### src/rtl/core/sfd_pkg.sv
// Shared types and constants of the serial bus frame decoder.
// Used by every module in rtl/core; depends on nothing.
package sfd_pkg;

  // Frame geometry: start byte, 22 channel bytes, flag byte, end byte
  localparam int FRAME_BYTES   = 25;
  localparam int STORE_BYTES   = FRAME_BYTES - 2;
  localparam int PAYLOAD_BYTES = FRAME_BYTES - 3;
  localparam int STORE_W       = STORE_BYTES * 8;
  localparam int PAYLOAD_W     = PAYLOAD_BYTES * 8;
  localparam int POS_W         = $clog2(STORE_BYTES + 1);

  // Channels
  localparam int CHANNELS      = 16;
  localparam int CH_W          = 11;
  localparam int CH_IDX_W      = $clog2(CHANNELS);
  localparam int ZERO_CHECK_CH = 8;
  localparam int ZERO_CNT_W    = $clog2(ZERO_CHECK_CH + 1);

  // Flag byte bit positions
  localparam int FLAG_CH17_BIT     = 7;
  localparam int FLAG_CH18_BIT     = 6;
  localparam int FLAG_LOST_BIT     = 5;
  localparam int FLAG_FAILSAFE_BIT = 4;

  // Frame queue between parser and result sequencer
  localparam int FIFO_DEPTH = 2;
  localparam int FIFO_PTR_W = (FIFO_DEPTH > 1) ? $clog2(FIFO_DEPTH) : 1;
  localparam int FIFO_CNT_W = $clog2(FIFO_DEPTH + 1);

  // Port widths
  localparam int IN_DATA_W  = 8;
  localparam int CFG_ADDR_W = 2;
  localparam int CFG_DATA_W = 8;
  localparam int LIMIT_W    = 4;
  localparam int OUT_FIELD_W = CH_IDX_W + CH_W + 5;
  localparam int OUT_DATA_W  = ((OUT_FIELD_W + 7) / 8) * 8;

  // Reset values of the configuration registers
  localparam logic [7:0]         START_BYTE_RST = 8'h0f;
  localparam logic [7:0]         END_BYTE_RST   = 8'h00;
  localparam logic [LIMIT_W-1:0] ZERO_LIMIT_RST = 4'd4;

  typedef enum logic [CFG_ADDR_W-1:0] {
    CFG_START_BYTE = 2'd0,
    CFG_END_BYTE   = 2'd1,
    CFG_ZERO_LIMIT = 2'd2
  } cfg_idx_e;

  typedef enum logic [1:0] {
    PH_HUNT    = 2'd0,
    PH_PAYLOAD = 2'd1,
    PH_END     = 2'd2
  } phase_e;

  // One accepted frame, as queued for the sequencer
  typedef struct packed {
    logic [PAYLOAD_W-1:0] payload;
    logic                 dig_ch17;
    logic                 dig_ch18;
    logic                 frame_lost;
    logic                 failsafe;
    logic                 frame_valid;
  } frame_t;

  // Queue status seen by both sides
  typedef struct packed {
    logic full;
    logic empty;
  } fifo_status_t;

endpackage

### src/rtl/core/sfd_front.sv
// Byte parser of the frame decoder: hunts for the start byte, collects
// the frame, checks the end byte and pushes whole frames. Uses sfd_pkg.
module sfd_front import sfd_pkg::*; (
  input  logic                  clk_i,
  input  logic                  rst_ni,
  input  logic                  cfg_we_i,
  input  logic [CFG_ADDR_W-1:0] cfg_addr_i,
  input  logic [CFG_DATA_W-1:0] cfg_wdata_i,
  input  logic                  byte_valid_i,
  output logic                  byte_ready_o,
  input  logic [IN_DATA_W-1:0]  byte_i,
  input  fifo_status_t          fifo_status_i,
  output logic                  push_o,
  output frame_t                frame_o
);

  logic [7:0]         start_byte_q;
  logic [7:0]         end_byte_q;
  logic [LIMIT_W-1:0] zero_limit_q;

  phase_e             phase_q, phase_d;
  logic [POS_W-1:0]   pos_q, pos_d;
  logic [STORE_W-1:0] store_q, store_d;

  logic               byte_fire;
  logic [7:0]         flags;
  logic [ZERO_CNT_W-1:0] zeros;

  // Configuration registers
  always_ff @(posedge clk_i or negedge rst_ni) begin
    if (!rst_ni) begin
      start_byte_q <= START_BYTE_RST;
      end_byte_q   <= END_BYTE_RST;
      zero_limit_q <= ZERO_LIMIT_RST;
    end else if (cfg_we_i) begin
      case (cfg_addr_i)
        CFG_START_BYTE: start_byte_q <= cfg_wdata_i;
        CFG_END_BYTE:   end_byte_q   <= cfg_wdata_i;
        CFG_ZERO_LIMIT: zero_limit_q <= cfg_wdata_i[LIMIT_W-1:0];
        default: ;
      endcase
    end
  end

  // Stall only when a closing byte could find the queue full
  assign byte_ready_o = !((phase_q == PH_END) && fifo_status_i.full);
  assign byte_fire    = byte_valid_i && byte_ready_o;

  // Parser next state
  always_comb begin
    phase_d = phase_q;
    pos_d   = pos_q;
    store_d = store_q;
    push_o  = 1'b0;
    if (byte_fire) begin
      case (phase_q)
        PH_HUNT: begin
          pos_d = '0;
          if (byte_i == start_byte_q) begin
            phase_d = PH_PAYLOAD;
          end
        end
        PH_PAYLOAD: begin
          // shift in: oldest byte ends at the low end
          store_d = {byte_i, store_q[STORE_W-1:8]};
          pos_d   = pos_q + POS_W'(1);
          if (pos_q == POS_W'(STORE_BYTES - 1)) begin
            phase_d = PH_END;
          end
        end
        PH_END: begin
          phase_d = PH_HUNT;
          push_o  = (byte_i == end_byte_q);
        end
        default: begin
          phase_d = PH_HUNT;
          pos_d   = '0;
        end
      endcase
    end
  end

  always_ff @(posedge clk_i or negedge rst_ni) begin
    if (!rst_ni) begin
      phase_q <= PH_HUNT;
      pos_q   <= '0;
    end else begin
      phase_q <= phase_d;
      pos_q   <= pos_d;
    end
  end

  // Frame bytes hold no reset; every byte is written before it is used
  always_ff @(posedge clk_i) begin
    store_q <= store_d;
  end

  // Count zero-valued channels among the checked ones
  always_comb begin
    zeros = '0;
    for (int c = 0; c < ZERO_CHECK_CH; c++) begin
      if (store_q[c*CH_W +: CH_W] == '0) begin
        zeros = zeros + ZERO_CNT_W'(1);
      end
    end
  end

  assign flags = store_q[STORE_W-1 -: 8];

  // Build the frame record
  always_comb begin
    frame_o.payload     = store_q[PAYLOAD_W-1:0];
    frame_o.dig_ch17    = flags[FLAG_CH17_BIT];
    frame_o.dig_ch18    = flags[FLAG_CH18_BIT];
    frame_o.frame_lost  = flags[FLAG_LOST_BIT];
    frame_o.failsafe    = flags[FLAG_FAILSAFE_BIT];
    frame_o.frame_valid = !flags[FLAG_LOST_BIT] && !flags[FLAG_FAILSAFE_BIT]
                          && (LIMIT_W'(zeros) <= zero_limit_q);
  end

endmodule

### src/rtl/core/sfd_frame_fifo.sv
// Short frame queue between the parser and the result sequencer.
// Uses sfd_pkg for the frame record and depth.
module sfd_frame_fifo import sfd_pkg::*; (
  input  logic         clk_i,
  input  logic         rst_ni,
  input  logic         push_i,
  input  frame_t       frame_i,
  input  logic         pop_i,
  output frame_t       frame_o,
  output fifo_status_t status_o
);

  frame_t                mem_q [FIFO_DEPTH];
  logic [FIFO_PTR_W-1:0] wr_ptr_q, rd_ptr_q;
  logic [FIFO_CNT_W-1:0] count_q;

  function automatic logic [FIFO_PTR_W-1:0] ptr_inc(input logic [FIFO_PTR_W-1:0] p);
    if (p == FIFO_PTR_W'(FIFO_DEPTH - 1)) begin
      return '0;
    end
    return p + FIFO_PTR_W'(1);
  endfunction

  assign status_o.full  = (count_q == FIFO_CNT_W'(FIFO_DEPTH));
  assign status_o.empty = (count_q == '0);
  assign frame_o        = mem_q[rd_ptr_q];

  // Store the pushed frame
  always_ff @(posedge clk_i) begin
    if (push_i) begin
      mem_q[wr_ptr_q] <= frame_i;
    end
  end

  // Advance pointers and occupancy
  always_ff @(posedge clk_i or negedge rst_ni) begin
    if (!rst_ni) begin
      wr_ptr_q <= '0;
      rd_ptr_q <= '0;
      count_q  <= '0;
    end else begin
      if (push_i) begin
        wr_ptr_q <= ptr_inc(wr_ptr_q);
      end
      if (pop_i) begin
        rd_ptr_q <= ptr_inc(rd_ptr_q);
      end
      case ({push_i, pop_i})
        2'b10:   count_q <= count_q + FIFO_CNT_W'(1);
        2'b01:   count_q <= count_q - FIFO_CNT_W'(1);
        default: count_q <= count_q;
      endcase
    end
  end

endmodule

### src/rtl/core/sfd_back.sv
// Result sequencer: walks the head frame one channel per word and drives
// the registered output stream. Uses sfd_pkg.
module sfd_back import sfd_pkg::*; (
  input  logic                  clk_i,
  input  logic                  rst_ni,
  input  frame_t                frame_i,
  input  fifo_status_t          fifo_status_i,
  output logic                  pop_o,
  output logic                  out_valid_o,
  input  logic                  out_ready_i,
  output logic [OUT_DATA_W-1:0] out_data_o,
  output logic                  out_last_o
);

  logic [CH_IDX_W-1:0]   ch_q, ch_d;
  logic                  valid_q, valid_d;
  logic [OUT_DATA_W-1:0] data_q, data_d;
  logic                  last_q, last_d;
  logic                  load;
  logic [CH_W-1:0]       ch_value;
  logic                  ch_last;

  assign ch_value = frame_i.payload[ch_q*CH_W +: CH_W];
  assign ch_last  = (ch_q == CH_IDX_W'(CHANNELS - 1));
  assign load     = (!valid_q || out_ready_i) && !fifo_status_i.empty;
  assign pop_o    = load && ch_last;

  // Next output word and channel counter
  always_comb begin
    ch_d    = ch_q;
    valid_d = valid_q;
    data_d  = data_q;
    last_d  = last_q;
    if (!valid_q || out_ready_i) begin
      valid_d = 1'b0;
    end
    if (load) begin
      valid_d = 1'b1;
      last_d  = ch_last;
      ch_d    = ch_last ? '0 : ch_q + CH_IDX_W'(1);
      data_d  = OUT_DATA_W'({frame_i.frame_valid, frame_i.failsafe, frame_i.frame_lost,
                             frame_i.dig_ch18, frame_i.dig_ch17, ch_value, ch_q});
    end
  end

  always_ff @(posedge clk_i or negedge rst_ni) begin
    if (!rst_ni) begin
      ch_q    <= '0;
      valid_q <= 1'b0;
    end else begin
      ch_q    <= ch_d;
      valid_q <= valid_d;
    end
  end

  // Output payload holds no reset
  always_ff @(posedge clk_i) begin
    data_q <= data_d;
    last_q <= last_d;
  end

  assign out_valid_o = valid_q;
  assign out_data_o  = data_q;
  assign out_last_o  = last_q;

endmodule

### src/rtl/core/sbus_frame_decoder_unit.sv
// Top level of the serial bus frame decoder: parser, frame queue and
// result sequencer. Depends on sfd_pkg, sfd_front, sfd_frame_fifo, sfd_back.

// The decoder takes one received byte per cycle on the slave stream unless it
// stalls. After the start byte it collects 22 channel bytes and the flag byte;
// if the next byte equals the end byte the frame goes into a two-frame queue,
// and the sequencer emits sixteen words, channels 0 to 15 in order, one per
// cycle unless the receiver holds them off, tlast on channel 15. A frame with
// a wrong end byte is dropped and the parser hunts again. Input stalls only
// when an end byte arrives while both queued frames still wait for the
// sequencer. Config is to be written through cfg_we_i / cfg_addr_i /
// cfg_wdata_i by the user while the block idles; the block does not enforce it.
module sbus_frame_decoder_unit import sfd_pkg::*; (
  input  logic                  clk_i,
  input  logic                  rst_ni,
  // configuration write port
  input  logic                  cfg_we_i,
  input  logic [CFG_ADDR_W-1:0] cfg_addr_i,
  input  logic [CFG_DATA_W-1:0] cfg_wdata_i,
  // received bytes
  input  logic                  s_axis_tvalid,
  output logic                  s_axis_tready,
  input  logic [IN_DATA_W-1:0]  s_axis_tdata,  // [7:0] rx_byte
  // channel results
  output logic                  m_axis_tvalid,
  input  logic                  m_axis_tready,
  // [3:0] channel_index, [14:4] channel_value, [15] digital_ch17,
  // [16] digital_ch18, [17] frame_lost, [18] failsafe, [19] frame_valid,
  // [23:20] zero
  output logic [OUT_DATA_W-1:0] m_axis_tdata,
  output logic                  m_axis_tlast   // last_channel
);

  frame_t       push_frame;
  frame_t       head_frame;
  logic         push;
  logic         pop;
  fifo_status_t fifo_status;

  sfd_front u_front (
    .clk_i        (clk_i),
    .rst_ni       (rst_ni),
    .cfg_we_i     (cfg_we_i),
    .cfg_addr_i   (cfg_addr_i),
    .cfg_wdata_i  (cfg_wdata_i),
    .byte_valid_i (s_axis_tvalid),
    .byte_ready_o (s_axis_tready),
    .byte_i       (s_axis_tdata),
    .fifo_status_i(fifo_status),
    .push_o       (push),
    .frame_o      (push_frame)
  );

  sfd_frame_fifo u_fifo (
    .clk_i   (clk_i),
    .rst_ni  (rst_ni),
    .push_i  (push),
    .frame_i (push_frame),
    .pop_i   (pop),
    .frame_o (head_frame),
    .status_o(fifo_status)
  );

  sfd_back u_back (
    .clk_i        (clk_i),
    .rst_ni       (rst_ni),
    .frame_i      (head_frame),
    .fifo_status_i(fifo_status),
    .pop_o        (pop),
    .out_valid_o  (m_axis_tvalid),
    .out_ready_i  (m_axis_tready),
    .out_data_o   (m_axis_tdata),
    .out_last_o   (m_axis_tlast)
  );

`ifndef SYNTHESIS
  // tlast marks exactly the word of the last channel
  a_last_on_final_channel: assert property (@(posedge clk_i) disable iff (!rst_ni)
    m_axis_tvalid |-> (m_axis_tlast == (m_axis_tdata[CH_IDX_W-1:0] ==
                                        CH_IDX_W'(CHANNELS - 1))))
    else $error("tlast does not match the last channel");

  // input stalls only on a full frame queue
  a_stall_needs_full: assert property (@(posedge clk_i) disable iff (!rst_ni)
    !s_axis_tready |-> fifo_status.full)
    else $error("input stalled with room in the frame queue");

  // never push into a full queue
  a_no_push_when_full: assert property (@(posedge clk_i) disable iff (!rst_ni)
    push |-> !fifo_status.full)
    else $error("frame pushed into a full queue");

  // a popped frame always has its last word offered by the sequencer next cycle
  a_pop_gives_last: assert property (@(posedge clk_i) disable iff (!rst_ni)
    pop |=> (m_axis_tvalid && m_axis_tlast))
    else $error("frame popped without a last word");
`endif

endmodule

### config.mk
export PLATFORM = sky130hd
export DESIGN_NAME = sbus_frame_decoder_unit
export DESIGN_NICKNAME = d
export VERILOG_FILES = /design/src/rtl/core/sfd_pkg.sv /design/src/rtl/core/sfd_front.sv /design/src/rtl/core/sfd_frame_fifo.sv /design/src/rtl/core/sfd_back.sv /design/src/rtl/core/sbus_frame_decoder_unit.sv
export SDC_FILE = /design/constraint.sdc
export NUM_CORES = 1
export LEC_CHECK = 0
export BUFFER_PORTS_ARGS = -buffer_cell sky130_fd_sc_hd__buf_2
export CAP_MARGIN = 30
export CORE_MARGIN = 2
export CORE_UTILIZATION = 50
export DETAILED_ROUTE_END_ITERATION = 12
export HOLD_SLACK_MARGIN = 0.03
export PLACE_DENSITY = 0.7
export REMOVE_ABC_BUFFERS = 1
export SYNTH_ARGS = -nofsm -noshare
export SYNTH_HDL_FRONTEND = slang
export SYNTH_SLANG_ARGS = --single-unit
### constraint.sdc
create_clock -name clk_i -period 13.58 [get_ports clk_i]
set_clock_uncertainty 0.15 [all_clocks]
set_input_delay 2.716 -clock clk_i [delete_from_list [all_inputs] [get_ports clk_i]]
set_output_delay 2.716 -clock clk_i [all_outputs]
set_load 0.02 [all_outputs]
======== Yosys cells after proc, flatten, opt, wreduce, memory -nomap -nowiden ========
Memories as Yosys holds them, arrays and structs flattened.
Cells that the tools add are included.
storage, ports and cells
  bits of input ports ..................... 23
  output and inout port bits .............. 27
  RAM bits ................................ 362
  register bits after elaboration ......... 241
  memories ................................ 1
operators by class
  add/sub/neg operators ................... 13
  mux-type cells .......................... 28
  multipliers ............................. 1
  bitwise gates (word level) .............. 1
  order comparisons ....................... 1
  reductions and logical operators ........ 31
  shift-type cells ........................ 1
  equal/unequal tests ..................... 13
memory list
  name          depth  width  read ports  clocked after memory_dff  write ports  RTL line              RTL
  u_fifo.mem_q  2      181    1           0                         1            sfd_frame_fifo.sv:13  frame_t mem_q [FIFO_DEPTH];
operators by type and width
  operator               number
  $shiftx A176 B9 Y11    1
  $logic_not A11 Y1      8
  $mux W4                8
  $add A4 B1 Y4 const B  7
  $eq A8 B8 Y1           2
  $mux W1                15
  $pmux W5 S2            1
  $reduce_and A2 Y1      5
  $eq A2 B2 Y1 const B   4
  $mul A4 B4 Y8 const B  1
  $pmux W2 S2            2
  $eq A2 B1 Y1 const B   3
  $logic_and A1 B1 Y1    6
  $logic_not A2 Y1       3
  $add A5 B1 Y5 const B  1
  $eq A5 B5 Y1 const B   1
  $logic_not A1 Y1       5
  $eq A4 B4 Y1 const B   1
  $le A4 B4 Y1           1
  $mux W2                2
  $ne A2 B1 Y1 const B   2
  $reduce_bool A2 Y1     2
  $reduce_and A3 Y1      1
  $add A1 B1 Y1 const B  2
  other kinds (5)        5

======== Depth between registers and ports, before layout ========
  depth in word-level cells ............... 18
  mapped depth ............................ 24

======== Hierarchy ========
A second synthesis with hierarchy kept.
unflattened totals
  cells, all modules ...................... 1321
  area total of the unflattened synthesis .. 24694.9 um^2
modules (own cells, without submodules)
  module          area each (um^2)  times used  seq. area each (um^2)  cells each
  sfd_frame_fifo  13355.3           1           10970.5                579
  sfd_front       8929.8            1           6207.2                 572
  sfd_back        2409.8            1           755.7                  170

======== Least setup slack after synthesis ========
No wires, ideal clock.
  path kind ............................... input to register
  start point ............................. input port s_axis_tdata[0]
  end point ............................... memory u_fifo.mem_q[0][0] (netlist name), enable pin
  arrival ................................. 11.080 ns
  data required time ...................... 12.706 ns
  setup slack ............................. 1.626 ns
  buffers on the path ..................... 1
  stages on the path ...................... 5
  cell sequence ........................... xor2_1 > or3_1 > or3_1 > clkbuf_1 > nor2_1
on the way
  word-level cells in the longest chain between the ends .. 5
ends and longest elaborated chain
  element                        RTL line                       RTL
  start: declaration             sbus_frame_decoder_unit.sv:23  input logic [IN_DATA_W-1:0] s_axis_tdata,
  $eq A8 B8 Y1                   sfd_front.sv:73                push_o = (byte_i == end_byte_q);
  $mux W1                        sfd_front.sv:56                case (phase_q)
  $mux W1                        sfd_front.sv:55                if (byte_fire) begin
  $mux W1                        sfd_frame_fifo.sv:30           if (push_i) begin
  $mux W1 (not written as such)  sfd_frame_fifo.sv:31           mem_q[wr_ptr_q] <= frame_i;
  end: declaration               sfd_frame_fifo.sv:13
No other way between the ends.

==> impl_metrics.yaml <==
timing:
  setup_viol: 0
  max_slew.worst_pin.slew_ns: 1.18
  drv_slew: 0
  hold_viol: 0
  whs_ns: 0.270
  post-route-min-period_ns: 6.01
  slew_headroom_pct: 21.4
  finalCritPeriodShare_pct: 44.2
  tns_ns: 0
  rsz0062_at_grt: "false"
  fmaxAchievable_ghz: 0.166
yosys:
  synthArstFlopShare_pct: 5.97
  synthAdderAreaFrac_pct: 0.842
  synth_xor_area_share_pct: 1.54
  synthCells: 967
  ys_top_cells_by_count: "567 x edfxtp_1, 110 x mux4_2, 37 x mux2_2, 31 x dfrtp_1, 22 x xnor2_1"
  post-synth-top-count-cell: "edfxtp_1"
  ys_top_cells_by_area: "edfxtp_1 76%, mux4_2 11%, dfrtp_1 3.5%"
  ys_seq_area_share_pct: 80.5
  synth_edf_count: 567
  synth_top_flop_cell: "edfxtp_1"
  yosysTopAreaCell: "edfxtp_1"
  netlist_area_um2: 22300
  yosysWarnings: 0
  muxShareOfSynthArea_pct: 13.3
  post_synth_num_cell_types: 44
  synth.ff_latch_count: 603
  synth_top_family_by_area: "multiplexers"
  yosys.area.top_type_share_pct: 76.4
  synthSimpleGateAreaFrac_pct: 2.36
  syn_area_per_cell_um2: 23.1
  synth_compound_area_share_pct: 0.606
cts:
  cts.path.max_buffers: 3
  postCtsSetupRepairBufs: 0
  htreeDepth: 2
  clock_latency_ns: 0.60
  cts_resized: 0
  ctsHoldBuffers: 0
  cts_root_buffer: "clkbuf_16"
  cts_inserted_buffers: 57
  cts_tree: "done"
  numClockSinks: 603
  clk_pin_slew_ns: 0.06
die:
  start_util_pct: 50.5
  die_area_um2: 46300
  rows: 77
  die_y_um: 215
  core_region_area_um2: 44100
  ios: 50
  fp.dieW_um: 215
worst_setup_path:
  critical-path-top-cell-by-count: "ha_1"
  cp.required_ns: 13.84
  startpoint_type: "register"
  critical_path_buf_inv_count: 2
  crit_family: "adder cells"
  criticalPathCategory: "reg2reg"
  cp.arrival_ns: 6.27
  cpPeakStageDelay_ns: 0.44
  worstSetupEndpointType: "register"
  crit_path_cell_trace: "nor4_1 -> nand3_1 -> inv_1 -> ha_1 -> xnor2_1 -> inv_1 -> ha_1 -> mux2_4 -> ha_1 -> mux2_4 -> ha_1 -> mux2_2 -> ha_1 -> mux2_4 -> ha_1 -> mux2_4 -> ha_1 -> nor2b_1 -> o21ai_0 -> nand2b_1 -> a21oi_1 -> a41oi_1 -> nor3_1"
  cpMaxStageDelayCell: "nor4_1"
  crit_fanout: 4
placed_design:
  hpwl_mm: 22.7
  port_buffers: 45
  place_congestion: 0.745
  place_area_um2: 23300
power_and_ir_drop:
  p_total_mw: 4.11
  peakVddDrop_mv: 0.160
  leakage_nw: 8.07
  pwr_density_cell_nw_per_um2: 164
drt:
  drtIter0Drc: 815
  drc_errors: 0
  wirelength_mm: 38.5
  drtPass1Iterations: 5
  wl_per_cell_um: 22.8
  dr_total_vias: 9304
  vias_per_cell: 5.52
  ant_nets: 0
layout:
  post-route-cell-area_um2: 25100
  antenna_cells: 0
  nets: 1087
  nFillCells: 3289
  drive_above_1_share_pct: 27.6
  areaGrowthSynthToFinish_pct: 12.5
grt:
  grt_pass1_wl_mm: 58.7
  grt_max_degree: 182
  grt_overflow: 0
  grt_pass1_vias: 9858
  antenna_found_initial: 0
  grtUsageTotal_pct: 16.8
worst_hold_path:
  hold_class: "reg2reg"
run_status:
  status: "complete, no violations"
job:
  cap_violations: 0
[sequential cells by signal, summed over array words and instances, names as in the netlist]
| register | count |
|---|---|
| u_back.ch_q | 4 |
| u_back.out_data_o | 20 |
| u_back.out_last_o | 1 |
| u_back.out_valid_o | 1 |
| u_fifo.count_q | 2 |
| u_fifo.mem_q | 362 |
| u_fifo.rd_ptr_q | 1 |
| u_fifo.wr_ptr_q | 1 |
| u_front.end_byte_q | 8 |
| u_front.phase_q | 2 |
| u_front.pos_q | 5 |
| u_front.start_byte_q | 8 |
| u_front.store_q | 184 |
| u_front.zero_limit_q | 4 |
[path summary, 6_finish.rpt]
check,from,endpoint,slack [ns],depth (start not counted)
min reg2reg,u_front.store_q[177]$_DFFE_PP_,u_front.store_q[169]$_DFFE_PP_,0.27,0
min,u_front.store_q[177]$_DFFE_PP_,u_front.store_q[169]$_DFFE_PP_,0.27,0
max in group asynchronous,rst_ni,u_fifo.rd_ptr_q$_DFFE_PN0P_,10.59,1
max,u_front.store_q[13]$_DFFE_PP_,u_fifo.mem_q[1][0]$_DFFE_PP_,7.57,23
max reg2reg,u_front.store_q[13]$_DFFE_PP_,u_fifo.mem_q[1][0]$_DFFE_PP_,7.57,23
min in group asynchronous,rst_ni,u_front.pos_q[3]$_DFFE_PN0P_,2.07,1
[cells in the final DEF (no fill, tap or decap), drive strengths merged]
cell type  synthesis  final
xnor2             23     23
ha                15     15
nand3              9      9
nand3b             3      3
o22ai              1      1
dfstp              5      5
bufinv             0      3
nand2             19     19
clkbuf            18     79
nor2b              2      2
nor3b              3      3
nand4b             2      2
dfrtp             31     31
clkinv             0     19
and2               2      2
nor3              12     12
mux2              41     41
xor2              10     10
a21oi              6      6
xnor3              1      1
nor4              17     17
a21o               1      1
mux2i              1      1
inv               12     12
conb               1      4
a31oi              1      1
nor2               5      5
a41oi              2      2
o2111ai            1      1
buf               17     55
or3                2      2
edfxtp           567    567
clkinvlp           0      4
xor3               1      1
mux4             110    110
o21ai             11     11
nand4              7      7
nand2b             3      3
and3               5      5
[metal layers]
| metal | vias up | track usage [%] | share of wire [%] |
|---|---|---|---|
| met3 | 55 | 3.34 | 4.6 |
| met5 | - | 0 | 0 |
| li1 | 4163 | - | - |
| met1 | 4888 | 22.4 | 42 |
| met4 | 0 | 4.21 | 1.9 |
| met2 | 198 | 28.7 | 52 |
[cell families after synthesis]
logic type,Yosys count
compound gates,23
xor+xnor,35
fa+ha+maj,15
buf+inv,47
flops,603
mux,152
other cells,1
simple gates,91
[per-stage QoR]
step | setup WS [ns] | util, % | std cells
4_1_cts | 7.56 | 56.8 | 1686
3_5_place_dp | 7.60 | 52.7 | 1581
2_1_floorplan | 1.67 | - | 935
3_3_place_gp | 7.69 | 52.6 | 1579
5_1_grt | 7.17 | 56.8 | 1687
6_report | 7.57 | 56.8 | 1687
[report_power, final]
part	internal, mW	switching, mW
registers	2.32	0.148
logic	0.0458	0.0953
clock network	0.863	0.640
[area by class of cell]
class | count | area [µm²] | share of cell area [%]
sequential | 603 | 17900 | 71.6
multi-input combinational | 320 | 4190 | 16.7
clock buffer | 79 | 1570 | 6.26
tap | 592 | 741 | 2.95
timing repair buffer | 55 | 363 | 1.45
clock inverter | 26 | 218 | 0.868
inverter | 12 | 52.6 | 0.210
Power figures use the tool's default switching activity.
